<file path="src/sv/selective_repeat_retransmit_window_unit_assert.svh">
// assertion macros for the retransmit window unit
`ifndef SELECTIVE_REPEAT_RETRANSMIT_WINDOW_UNIT_ASSERT_SVH
`define SELECTIVE_REPEAT_RETRANSMIT_WINDOW_UNIT_ASSERT_SVH

// same-cycle implication, checked out of reset
`define SRW_ASSERT_NOW(name, clk, rst_n, ante, cons, msg) \
	name: assert property (@(posedge clk) disable iff (!rst_n) (ante) |-> (cons)) \
		else $error(msg);

// next-cycle implication, checked out of reset
`define SRW_ASSERT_NEXT(name, clk, rst_n, ante, cons, msg) \
	name: assert property (@(posedge clk) disable iff (!rst_n) (ante) |=> (cons)) \
		else $error(msg);

`endif

</file>
<file path="src/sv/srw_pkg.sv">
// shared types, codes and defaults for the retransmit window unit
`timescale 1ns / 1ps

package srw_pkg;

	localparam int WINDOW_MAX_DEF = 16;

	localparam logic [4:0]  WINDOW_SIZE_RST = 5'd16;
	localparam logic [31:0] TIMEOUT_RST     = 32'd1000;
	localparam logic [31:0] FIRST_SEQ_RST   = 32'd0;

	// operation codes
	localparam logic [1:0] OP_ADD  = 2'd0;
	localparam logic [1:0] OP_POLL = 2'd1;
	localparam logic [1:0] OP_ACK  = 2'd2;
	localparam logic [1:0] OP_NOP  = 2'd3;

	// status codes
	localparam logic [1:0] STS_OK    = 2'd0;
	localparam logic [1:0] STS_FULL  = 2'd1;
	localparam logic [1:0] STS_RANGE = 2'd2;
	localparam logic [1:0] STS_EMPTY = 2'd3;

	// configuration register indexes
	localparam logic [1:0] CFG_WINDOW_SIZE = 2'd0;
	localparam logic [1:0] CFG_TIMEOUT     = 2'd1;
	localparam logic [1:0] CFG_FIRST_SEQ   = 2'd2;

	typedef enum logic [2:0] {
		ST_IDLE,
		ST_ADD_SCAN,
		ST_POLL_SCAN,
		ST_ACK_CHECK,
		ST_ACK_FREE,
		ST_DONE
	} srw_state_t;

	// result of the shared subtract and compare unit
	typedef struct packed {
		logic        borrow;
		logic        ge;
		logic [31:0] diff;
	} alu_res_t;

endpackage

</file>
<file path="src/sv/selective_repeat_retransmit_window_unit.sv">
// top level: selective-repeat retransmission window with slot-serial sequencer
// One item at a time. An item is taken only when the sequencer is idle and walks
// the window one slot per cycle through a slot store with one write port and a
// registered read, and one shared subtract/compare unit. Add scans for a free
// slot, poll scans for an aged packet (the store read is registered), ack runs
// one check step and then a freeing pass; each item then loads the output
// register in the done state and returns to idle to take the next beat. A stalled
// result holds the sequencer in its last state. The output register lets a
// finished result wait while the next item is accepted. No clearing pass is
// needed after reset: slot occupancy lives in flip-flops cleared by reset.
`timescale 1ns / 1ps
`include "selective_repeat_retransmit_window_unit_assert.svh"

module selective_repeat_retransmit_window_unit
	import srw_pkg::*;
#(
	parameter int WINDOW_MAX = WINDOW_MAX_DEF
) (
	input  logic        clk,
	input  logic        arst_n,
	// input items
	input  logic        in_valid,
	output logic        in_stall,
	input  logic [1:0]  operation,
	input  logic [15:0] packet_handle,
	input  logic [31:0] acked_seq,
	input  logic [31:0] now_time,
	// result items
	output logic        out_valid,
	input  logic        out_stall,
	output logic [1:0]  status,
	output logic        retransmit_valid,
	output logic [15:0] retransmit_handle,
	output logic [3:0]  retransmit_slot,
	output logic        ready_for_new,
	output logic [4:0]  occupancy,
	// configuration writes
	input  logic        cfg_valid,
	output logic        cfg_ready,
	input  logic [1:0]  cfg_index,
	input  logic [31:0] cfg_data
);

	localparam int SLOT_W = (WINDOW_MAX > 1) ? $clog2(WINDOW_MAX) : 1;
	localparam int CNT_W  = $clog2(WINDOW_MAX + 1);
	localparam logic [31:0] WMAX32 = 32'(WINDOW_MAX);

	srw_state_t state_q, state_d;

	// configuration and window state
	logic [4:0]            window_size_q;
	logic [31:0]           timeout_q;
	logic [WINDOW_MAX-1:0] slot_valid_q;
	logic [CNT_W-1:0]      count_q;
	logic [SLOT_W-1:0]     start_q;
	logic [31:0]           next_exp_q;

	// captured item
	logic [15:0] handle_q;
	logic [31:0] ack_q;
	logic [31:0] now_q;

	// scan bookkeeping
	logic [SLOT_W-1:0] idx_q;
	logic [CNT_W-1:0]  cnt_q;
	logic [CNT_W-1:0]  d_q;
	logic              pend_s1;
	logic [SLOT_W-1:0] idx_s1;
	logic              last_s1;
	logic              vld_s1;

	// result being built, and the output register
	logic [1:0]  res_status_q;
	logic        res_rv_q;
	logic [15:0] res_rh_q;
	logic [3:0]  res_rs_q;
	logic        out_valid_q;
	logic [1:0]  out_status_q;
	logic        out_rv_q;
	logic [15:0] out_rh_q;
	logic [3:0]  out_rs_q;
	logic        out_ready_q;
	logic [4:0]  out_occ_q;

	logic [CNT_W-1:0]  w_eff;
	logic [CNT_W-1:0]  idx_inc;
	logic [SLOT_W-1:0] idx_next;
	logic              last;
	logic              cur_valid;
	logic              in_acc;
	logic              cfg_acc;
	logic              out_free;
	logic              poll_hit;
	logic              poll_end;
	logic              ack_range;

	logic [31:0]  alu_a, alu_b, alu_c;
	alu_res_t     alu;

	logic              mem_we_handle, mem_we_time;
	logic [SLOT_W-1:0] mem_waddr;
	logic [15:0]       mem_rd_handle;
	logic [31:0]       mem_rd_time;

	// effective window: zero acts as one, clipped at the built depth
	always_comb begin
		if (window_size_q == 5'd0) begin
			w_eff = CNT_W'(1);
		end else if ({27'd0, window_size_q} > WMAX32) begin
			w_eff = CNT_W'(WINDOW_MAX);
		end else begin
			w_eff = CNT_W'(window_size_q);
		end
	end

	always_comb begin
		idx_inc   = CNT_W'(idx_q) + CNT_W'(1);
		idx_next  = (idx_inc == w_eff) ? '0 : SLOT_W'(idx_inc);
		last      = ((cnt_q + CNT_W'(1)) == w_eff);
		cur_valid = slot_valid_q[idx_q];
		in_acc    = in_valid && !in_stall;
		cfg_acc   = cfg_valid && cfg_ready;
		out_free  = !out_valid_q || !out_stall;
		poll_hit  = (state_q == ST_POLL_SCAN) && pend_s1 && vld_s1 && alu.ge;
		poll_end  = pend_s1 && ((vld_s1 && alu.ge) || last_s1);
		ack_range = !alu.borrow && alu.ge;
	end

	srw_alu u_alu (
		.a   (alu_a),
		.b   (alu_b),
		.c   (alu_c),
		.res (alu)
	);

	srw_slot_mem #(
		.DEPTH  (WINDOW_MAX),
		.ADDR_W (SLOT_W)
	) u_mem (
		.clk       (clk),
		.we_handle (mem_we_handle),
		.we_time   (mem_we_time),
		.wr_addr   (mem_waddr),
		.wr_handle (handle_q),
		.wr_time   (now_q),
		.rd_addr   (idx_q),
		.rd_handle (mem_rd_handle),
		.rd_time   (mem_rd_time)
	);

	// next state
	always_comb begin
		state_d = state_q;
		unique case (state_q)
			ST_IDLE: begin
				if (in_acc) begin
					unique case (operation)
						OP_ADD:  state_d = ST_ADD_SCAN;
						OP_POLL: state_d = (count_q == '0) ? ST_DONE : ST_POLL_SCAN;
						OP_ACK:  state_d = ST_ACK_CHECK;
						default: state_d = ST_DONE;
					endcase
				end
			end
			ST_ADD_SCAN: begin
				if (!cur_valid || last) state_d = ST_DONE;
			end
			ST_POLL_SCAN: begin
				if (poll_end) state_d = ST_DONE;
			end
			ST_ACK_CHECK: begin
				if (ack_range || count_q == '0 || alu.borrow) begin
					state_d = ST_DONE;
				end else begin
					state_d = ST_ACK_FREE;
				end
			end
			ST_ACK_FREE: begin
				if (cnt_q == d_q) state_d = ST_DONE;
			end
			ST_DONE: begin
				if (out_free) state_d = ST_IDLE;
			end
			default: state_d = ST_IDLE;
		endcase
	end

	// outputs of the sequencer
	always_comb begin
		in_stall      = (state_q != ST_IDLE);
		cfg_ready     = (state_q == ST_IDLE);
		mem_we_handle = (state_q == ST_ADD_SCAN) && !cur_valid;
		mem_we_time   = mem_we_handle || poll_hit;
		mem_waddr     = (state_q == ST_ADD_SCAN) ? idx_q : idx_s1;
		if (state_q == ST_POLL_SCAN) begin
			// packet age against the timeout
			alu_a = now_q;
			alu_b = mem_rd_time;
			alu_c = timeout_q;
		end else begin
			// acked number against the expected one and the window
			alu_a = ack_q;
			alu_b = next_exp_q;
			alu_c = 32'(w_eff);
		end
	end

	// control state
	always_ff @(posedge clk or negedge arst_n) begin
		if (!arst_n) begin
			state_q       <= ST_IDLE;
			window_size_q <= WINDOW_SIZE_RST;
			timeout_q     <= TIMEOUT_RST;
			slot_valid_q  <= '0;
			count_q       <= '0;
			start_q       <= '0;
			next_exp_q    <= FIRST_SEQ_RST;
			pend_s1       <= 1'b0;
			out_valid_q   <= 1'b0;
		end else begin
			state_q <= state_d;

			unique case (state_q)
				ST_IDLE: begin
					pend_s1 <= 1'b0;
				end
				ST_ADD_SCAN: begin
					if (!cur_valid) begin
						slot_valid_q[idx_q] <= 1'b1;
						count_q             <= count_q + CNT_W'(1);
					end
				end
				ST_POLL_SCAN: begin
					// issue the next slot read unless this cycle finishes the scan
					pend_s1 <= !poll_end;
				end
				ST_ACK_CHECK: begin
				end
				ST_ACK_FREE: begin
					if (cur_valid) begin
						slot_valid_q[idx_q] <= 1'b0;
						count_q             <= count_q - CNT_W'(1);
					end
					if (cnt_q == d_q) begin
						start_q    <= idx_next;
						next_exp_q <= ack_q + 32'd1;
					end
				end
				ST_DONE: begin
				end
				default: begin
				end
			endcase

			if (state_q == ST_DONE && out_free) begin
				out_valid_q <= 1'b1;
			end else if (!out_stall) begin
				out_valid_q <= 1'b0;
			end

			if (cfg_acc) begin
				unique case (cfg_index)
					CFG_WINDOW_SIZE: begin
						// resizing drops everything in flight
						window_size_q <= cfg_data[4:0];
						slot_valid_q  <= '0;
						count_q       <= '0;
						start_q       <= '0;
					end
					CFG_TIMEOUT:   timeout_q  <= cfg_data;
					CFG_FIRST_SEQ: next_exp_q <= cfg_data;
					default: begin
					end
				endcase
			end
		end
	end

	// datapath registers
	always_ff @(posedge clk) begin
		unique case (state_q)
			ST_IDLE: begin
				if (in_acc) begin
					handle_q     <= packet_handle;
					ack_q        <= acked_seq;
					now_q        <= now_time;
					idx_q        <= start_q;
					cnt_q        <= '0;
					res_rv_q     <= 1'b0;
					res_rh_q     <= '0;
					res_rs_q     <= '0;
					res_status_q <= (operation == OP_POLL && count_q == '0) ? STS_EMPTY : STS_OK;
				end
			end
			ST_ADD_SCAN: begin
				if (cur_valid) begin
					idx_q <= idx_next;
					cnt_q <= cnt_q + CNT_W'(1);
					if (last) res_status_q <= STS_FULL;
				end
			end
			ST_POLL_SCAN: begin
				if (poll_hit) begin
					res_rv_q <= 1'b1;
					res_rh_q <= mem_rd_handle;
					res_rs_q <= 4'(idx_s1);
				end
				idx_s1  <= idx_q;
				last_s1 <= last;
				vld_s1  <= cur_valid;
				idx_q   <= idx_next;
				cnt_q   <= cnt_q + CNT_W'(1);
			end
			ST_ACK_CHECK: begin
				d_q <= alu.diff[CNT_W-1:0];
				if (ack_range) begin
					res_status_q <= STS_RANGE;
				end else if (count_q == '0) begin
					res_status_q <= STS_EMPTY;
				end
			end
			ST_ACK_FREE: begin
				idx_q <= idx_next;
				cnt_q <= cnt_q + CNT_W'(1);
			end
			ST_DONE: begin
				if (out_free) begin
					out_status_q <= res_status_q;
					out_rv_q     <= res_rv_q;
					out_rh_q     <= res_rh_q;
					out_rs_q     <= res_rs_q;
					out_ready_q  <= (count_q < w_eff);
					out_occ_q    <= 5'(count_q);
				end
			end
			default: begin
			end
		endcase
	end

	assign out_valid         = out_valid_q;
	assign status            = out_status_q;
	assign retransmit_valid  = out_rv_q;
	assign retransmit_handle = out_rh_q;
	assign retransmit_slot   = out_rs_q;
	assign ready_for_new     = out_ready_q;
	assign occupancy         = out_occ_q;

	`SRW_ASSERT_NOW(a_count_matches_valid, clk, arst_n, 1'b1,
		$countones(slot_valid_q) == count_q, "stored count disagrees with slot occupancy")
	`SRW_ASSERT_NOW(a_count_in_window, clk, arst_n, 1'b1,
		count_q <= w_eff, "stored count exceeds the window")
	`SRW_ASSERT_NOW(a_start_in_window, clk, arst_n, 1'b1,
		CNT_W'(start_q) < w_eff, "window start outside the window")
	`SRW_ASSERT_NEXT(a_accept_leaves_idle, clk, arst_n, in_acc,
		state_q != ST_IDLE, "accepted beat did not start the sequencer")

endmodule

</file>
<file path="src/sv/srw_alu.sv">
// shared subtract and compare unit: a - b with borrow, and (a - b) mod 2^32 >= c
`timescale 1ns / 1ps

module srw_alu
	import srw_pkg::*;
(
	input  logic [31:0] a,
	input  logic [31:0] b,
	input  logic [31:0] c,
	output alu_res_t    res
);

	logic [32:0] diff33;

	always_comb begin
		diff33     = {1'b0, a} - {1'b0, b};
		res.borrow = diff33[32];
		res.diff   = diff33[31:0];
		res.ge     = (diff33[31:0] >= c);
	end

endmodule

</file>
<file path="src/sv/srw_slot_mem.sv">
// slot store: packet handle and send time per slot, one write port, registered read
`timescale 1ns / 1ps

module srw_slot_mem
	import srw_pkg::*;
#(
	parameter int DEPTH  = WINDOW_MAX_DEF,
	parameter int ADDR_W = 4
) (
	input  logic              clk,
	input  logic              we_handle,
	input  logic              we_time,
	input  logic [ADDR_W-1:0] wr_addr,
	input  logic [15:0]       wr_handle,
	input  logic [31:0]       wr_time,
	input  logic [ADDR_W-1:0] rd_addr,
	output logic [15:0]       rd_handle,
	output logic [31:0]       rd_time
);

	logic [15:0] handle_mem [DEPTH];
	logic [31:0] time_mem   [DEPTH];
	logic [15:0] rd_handle_q;
	logic [31:0] rd_time_q;

	always_ff @(posedge clk) begin
		if (we_handle) begin
			handle_mem[wr_addr] <= wr_handle;
		end
		if (we_time) begin
			time_mem[wr_addr] <= wr_time;
		end
		rd_handle_q <= handle_mem[rd_addr];
		rd_time_q   <= time_mem[rd_addr];
	end

	assign rd_handle = rd_handle_q;
	assign rd_time   = rd_time_q;

endmodule

</file>
<file path="config.mk">
export PLATFORM = sky130hd
export DESIGN_NAME = selective_repeat_retransmit_window_unit
export DESIGN_NICKNAME = d
export VERILOG_FILES = /design/src/sv/srw_pkg.sv /design/src/sv/selective_repeat_retransmit_window_unit.sv /design/src/sv/srw_alu.sv /design/src/sv/srw_slot_mem.sv
export VERILOG_INCLUDE_DIRS = /design/src /design/src/sv
export SDC_FILE = /design/constraint.sdc
export NUM_CORES = 1
export LEC_CHECK = 0
export BUFFER_PORTS_ARGS = -buffer_cell sky130_fd_sc_hd__buf_4
export CAP_MARGIN = 20
export CORE_MARGIN = 1.5
export CORE_UTILIZATION = 30
export CTS_CLUSTER_SIZE = 40
export DETAILED_ROUTE_END_ITERATION = 10
export GPL_ROUTABILITY_DRIVEN = 0
export SETUP_SLACK_MARGIN = 0.05
export SLEW_MARGIN = 20
export SYNTH_ARGS = -nofsm -noshare
export SYNTH_HDL_FRONTEND = slang
export SYNTH_SLANG_ARGS = --single-unit
</file>
<file path="constraint.sdc">
create_clock -name clk -period 22.6 [get_ports clk]
set_input_delay 2.26 -clock clk [delete_from_list [all_inputs] [get_ports clk]]
set_output_delay 2.26 -clock clk [all_outputs]
set_load 0.01 [all_outputs]
</file>
==> flow_metrics.tcl <==
set metrics [dict create \
    finalHoldViolCount 0 \
    setup_viol 0 \
    drtAntennaViolNets 0 \
    global_route_total_usage_across_every_layer 0.141 \
    mappedNetlistArea_sq_mm 0.0434 \
    worst_slew_pin_slew_ns 1.06 \
    rsz0062_at_grt "no" \
    floorplan.rows 139 \
    post_dp_cell_area_sq_mm 0.0471 \
    fp.dieW_microns 384 \
    detail_route.first_pass.iterations 10 \
    status "finished, violations left" \
    drt_first_iter_violations 1944 \
    detailedPlace.worstSlack_ns 13.42 \
    clock.fmax_mhz 110 \
    clock_power_share 0.274 \
    root_buffer "sky130_fd_sc_hd__clkbuf_16" \
    yosys_warnings 0 \
    post_layout_nonfiller_instances 4639 \
    syn_area_per_cell_sq_um 17.8 \
    h-tree-depth 3 \
    postCtsSetupBuffers 0 \
    io_pins 153 \
    clock_tree_from_tritoncts "built" \
    finalNetCount 2842 \
    drt-total-wl_mm 104 \
    min_period_over_period 0.402 \
    cellPowerDensity_mw_per_mm2 132 \
    internal-power_w 0.00453 \
    power_frac_seq 0.407 \
    seq_area_frac_synth 0.715 \
    max-slew-margin-rel 0.292 \
    pin_count_of_the_biggest_net_entering_global_routing 121 \
    die_area_sq_mm 0.147 \
    min_path_type "flop to flop" \
    net-switching-power_w 0.00217 \
    power.combinational.fraction 0.319 \
    final_tns_setup_ns 0 \
    floorplan.initialDensity 0.302 \
    critPathRequiredTime_ns 22.90 \
    setup.worst_path.class "flop to flop" \
    route.detailed.wl_per_inst_microns 22.4 \
    vdd_ir_drop_max_v 0.0000938 \
    dpl_wire_length_mm 67.8 \
    number_of_maximum_capacitance_violations 0 \
    grt_overflow_total 0 \
    antenna_found_initial 11 \
    synth-main-ff-cell "sky130_fd_sc_hd__edfxtp_1" \
    swShare 0.324 \
    port-buffer-count 152 \
    die_h_microns 384 \
    first_global_vias 22800 \
    crit_path_end_kind "flop" \
    cp_max_fo 62 \
    area_delta_synth_final_pct 16.9 \
    cts.sink_count 1067 \
    period_needed_ns 9.09 \
    clk_pin_slew_ns 0.06 \
    synth_edf_count 920 \
    worstPathArrival_ns 9.39 \
    hold_buf_count_cts 0 \
    synth_cell_types 70 \
    vias 22500 \
    layout.filler_cells 13500 \
    clk_path_buf_depth 3 \
    netlist_instances 2445 \
    failed_checks "design-rule violations" \
    postLayoutCellArea_sq_mm 0.0508 \
    cts.repair.resized 0 \
    drc_violation_count_after_routing 11 \
    async_reset_ff_frac 0.0928 \
    numCtsBuffers 104 \
    clock_skew_ns 0.0527 \
    worstSkewPairLatency_ns 0.73 \
    count_of_final_max_slew_check_failures 0 \
    p_leak_nw 16.8 \
    synthesis.nets 2643 \
    coreArea_sq_mm 0.144 \
    placedCellCount 4438 \
    start_kind "flop" \
    grt_pass1_wl_mm 154 \
    vias_per_cell 4.85 \
    worst_slack_ns 13.51 \
    yosys_register_bits 1067 \
    fraction_of_layout_instances_using_a_drive_strength_above_1 0.251 \
]
==> registers in the layout, summed over array words and instances (netlist names), 3 cells and up <==
signal / count
now_q: 32
res_rs_q: 4
start_q: 4
slot_valid_q: 16
ack_q: 32
retransmit_slot: 4
next_exp_q: 32
idx_s1: 4
count_q: 5
u_mem.rd_time: 32
d_q: 5
u_mem.time_mem: 512
u_mem.handle_mem: 256
occupancy: 5
cnt_q: 5
timeout_q: 32
res_rh_q: 16
retransmit_handle: 16
u_mem.rd_handle: 16
window_size_q: 5
handle_q: 16
idx_q: 4
state_q: 3
==> cell families after synthesis <==
kind of cell | share of synthesized area
XOR/XNOR | 0.0149
AO/OA/AOI/OAI | 0.0397
adder cells (fa/ha/maj) | 0.0224
flip-flops | 0.715
buffers and inverters | 0.0127
AND/OR/NAND/NOR | 0.0499
multiplexers | 0.145
==> worst max-delay path: stages, from the launching register on <==
cell and delay [ns]:
sky130_fd_sc_hd__dfrtp_1 0.56, sky130_fd_sc_hd__nor2_2 0.79, sky130_fd_sc_hd__nand2_2 0.07, sky130_fd_sc_hd__buf_4 0.30
sky130_fd_sc_hd__inv_4 0.61, sky130_fd_sc_hd__mux2i_1 0.29, sky130_fd_sc_hd__ha_1 0.20, sky130_fd_sc_hd__inv_1 0.06
sky130_fd_sc_hd__fa_1 0.47, sky130_fd_sc_hd__a211oi_1 0.36, sky130_fd_sc_hd__o211ai_1 0.23, sky130_fd_sc_hd__nand2_1 0.13
sky130_fd_sc_hd__o21ai_1 0.17, sky130_fd_sc_hd__a32oi_1 0.45, sky130_fd_sc_hd__o21ai_0 0.27, sky130_fd_sc_hd__a31oi_1 0.32
sky130_fd_sc_hd__xnor2_1 0.10, sky130_fd_sc_hd__ha_1 0.28, sky130_fd_sc_hd__nand2_1 0.06, sky130_fd_sc_hd__or3_1 0.39
sky130_fd_sc_hd__a221o_1 0.34, sky130_fd_sc_hd__o21bai_1 0.49, sky130_fd_sc_hd__a41o_1 0.37, sky130_fd_sc_hd__nand2_1 0.33
sky130_fd_sc_hd__nor2_4 0.92
==> path summary, 6_finish.rpt <==
check | slack [ns] | start | cells after the start | endpoint
max | 13.51 | state_q[2] | 24 | u_mem.time_mem[4][0]
min | 0.42 | res_rh_q[3] | 0 | retransmit_handle[3]
max reg2reg | 13.51 | state_q[2] | 24 | u_mem.time_mem[4][0]
min reg2reg | 0.42 | res_rh_q[3] | 0 | retransmit_handle[3]
max in group asynchronous | 19.72 | arst_n | 2 | start_q[0]
min in group asynchronous | 1.54 | arst_n | 1 | next_exp_q[22]
==> layout make-up <==
cell class | instances | area [sq um] | share of cell area
sequential | 1067 | 31100 | 0.612
multi-input combinational | 1241 | 12000 | 0.236
clock buffer | 137 | 2830 | 0.0557
tap | 1903 | 2380 | 0.0469
timing repair buffer | 202 | 1580 | 0.0311
clock inverter | 60 | 805 | 0.0159
inverter | 28 | 108 | 0.00212
antenna | 1 | 2.50 | 0.0000493
==> metrics by stage <==
| step | hold slack (ns) | power (W) | utilization |
|---|---|---|---|
| final | 0.419 | 0.00669 | 0.353 |
| after global routing | 0.431 | 0.00705 | 0.353 |
| after CTS | 0.420 | 0.00676 | 0.353 |
| after detailed placement | 0.407 | 0.00491 | 0.328 |
| after global placement | 0.404 | 0.00489 | 0.328 |
| after floorplan | 0.400 | 0.00419 | - |
==> layer usage <==
| layer | vias up | routed length [microns] | GRT usage |
|---|---|---|---|
| li1 | 10100 | - | - |
| met1 | 11700 | 48800 | 0.209 |
| met2 | 637 | 47400 | 0.216 |
| met3 | 123 | 5890 | 0.0196 |
| met4 | 2 | 1960 | 0.0388 |
| met5 | - | 10 | 0 |
==> power groups by stage <==
stage,registers [W],clock network [W],logic (W)
CTS,0.00273,0.00188,0.00215
finish,0.00272,0.00183,0.00213
global route,0.00275,0.00195,0.00234
floorplan,0.00266,0,0.00153
global placement,0.00276,0,0.00213
detailed placement,0.00276,0,0.00214
==> Yosys cell counts, types with 6 or more instances <==
cell type	instances	area [sq um]
sky130_fd_sc_hd__inv_1	26	97.6
sky130_fd_sc_hd__or3_1	6	37.5
sky130_fd_sc_hd__clkbuf_1	78	293
sky130_fd_sc_hd__dfxtp_1	48	961
sky130_fd_sc_hd__edfxtp_1	920	27600
sky130_fd_sc_hd__nand2_1	215	807
sky130_fd_sc_hd__buf_1	14	52.6
sky130_fd_sc_hd__nor2_1	116	435
sky130_fd_sc_hd__ha_1	76	951
sky130_fd_sc_hd__mux2i_1	38	380
sky130_fd_sc_hd__o21ai_0	90	450
sky130_fd_sc_hd__nor2b_1	6	37.5
sky130_fd_sc_hd__nand4_1	14	87.6
sky130_fd_sc_hd__mux2_2	36	405
sky130_fd_sc_hd__xnor2_1	43	377
sky130_fd_sc_hd__o21a_1	7	52.6
sky130_fd_sc_hd__dfstp_2	7	184
sky130_fd_sc_hd__o21bai_1	7	52.6
sky130_fd_sc_hd__buf_2	14	70.1
sky130_fd_sc_hd__dfrtp_1	92	2300
sky130_fd_sc_hd__a211oi_1	9	67.6
sky130_fd_sc_hd__o31ai_1	10	75.1
sky130_fd_sc_hd__nor3_1	16	80.1
sky130_fd_sc_hd__mux4_2	245	5520
sky130_fd_sc_hd__a21o_1	16	120
sky130_fd_sc_hd__nand2b_1	10	62.6
sky130_fd_sc_hd__a31oi_1	7	43.8
sky130_fd_sc_hd__xor2_1	31	272
sky130_fd_sc_hd__nand3_1	43	215
sky130_fd_sc_hd__and4_1	6	52.6
sky130_fd_sc_hd__and3_1	29	181
sky130_fd_sc_hd__a21oi_1	102	510
sky130_fd_sc_hd__nor4_1	6	37.5
==> placed cells by master (no fill, tap or decap), drive strengths merged, types with 5 or more instances in the layout <==
cell type and n:
nand2 216, or3 6, o21ai 92, nand3 43, mux4 245, a21o 16
mux2i 38, clkinvlp 7, nand4 14, and3 29, a31oi 7, o31ai 12
nand2b 10, buf 202, a211oi 9, dfrtp 92, o21bai 7, xnor2 43
xor2 31, ha 76, mux2 36, edfxtp 920, nor2b 6, clkbuf 137
and4 6, nor2 117, nor3 17, nor3b 5, dfstp 7, dfxtp 48
inv 32, clkinv 33, a21oi 102, nor4 7, o21a 7, bufinv 16
Note: power is estimated with default switching activity, not from simulation.
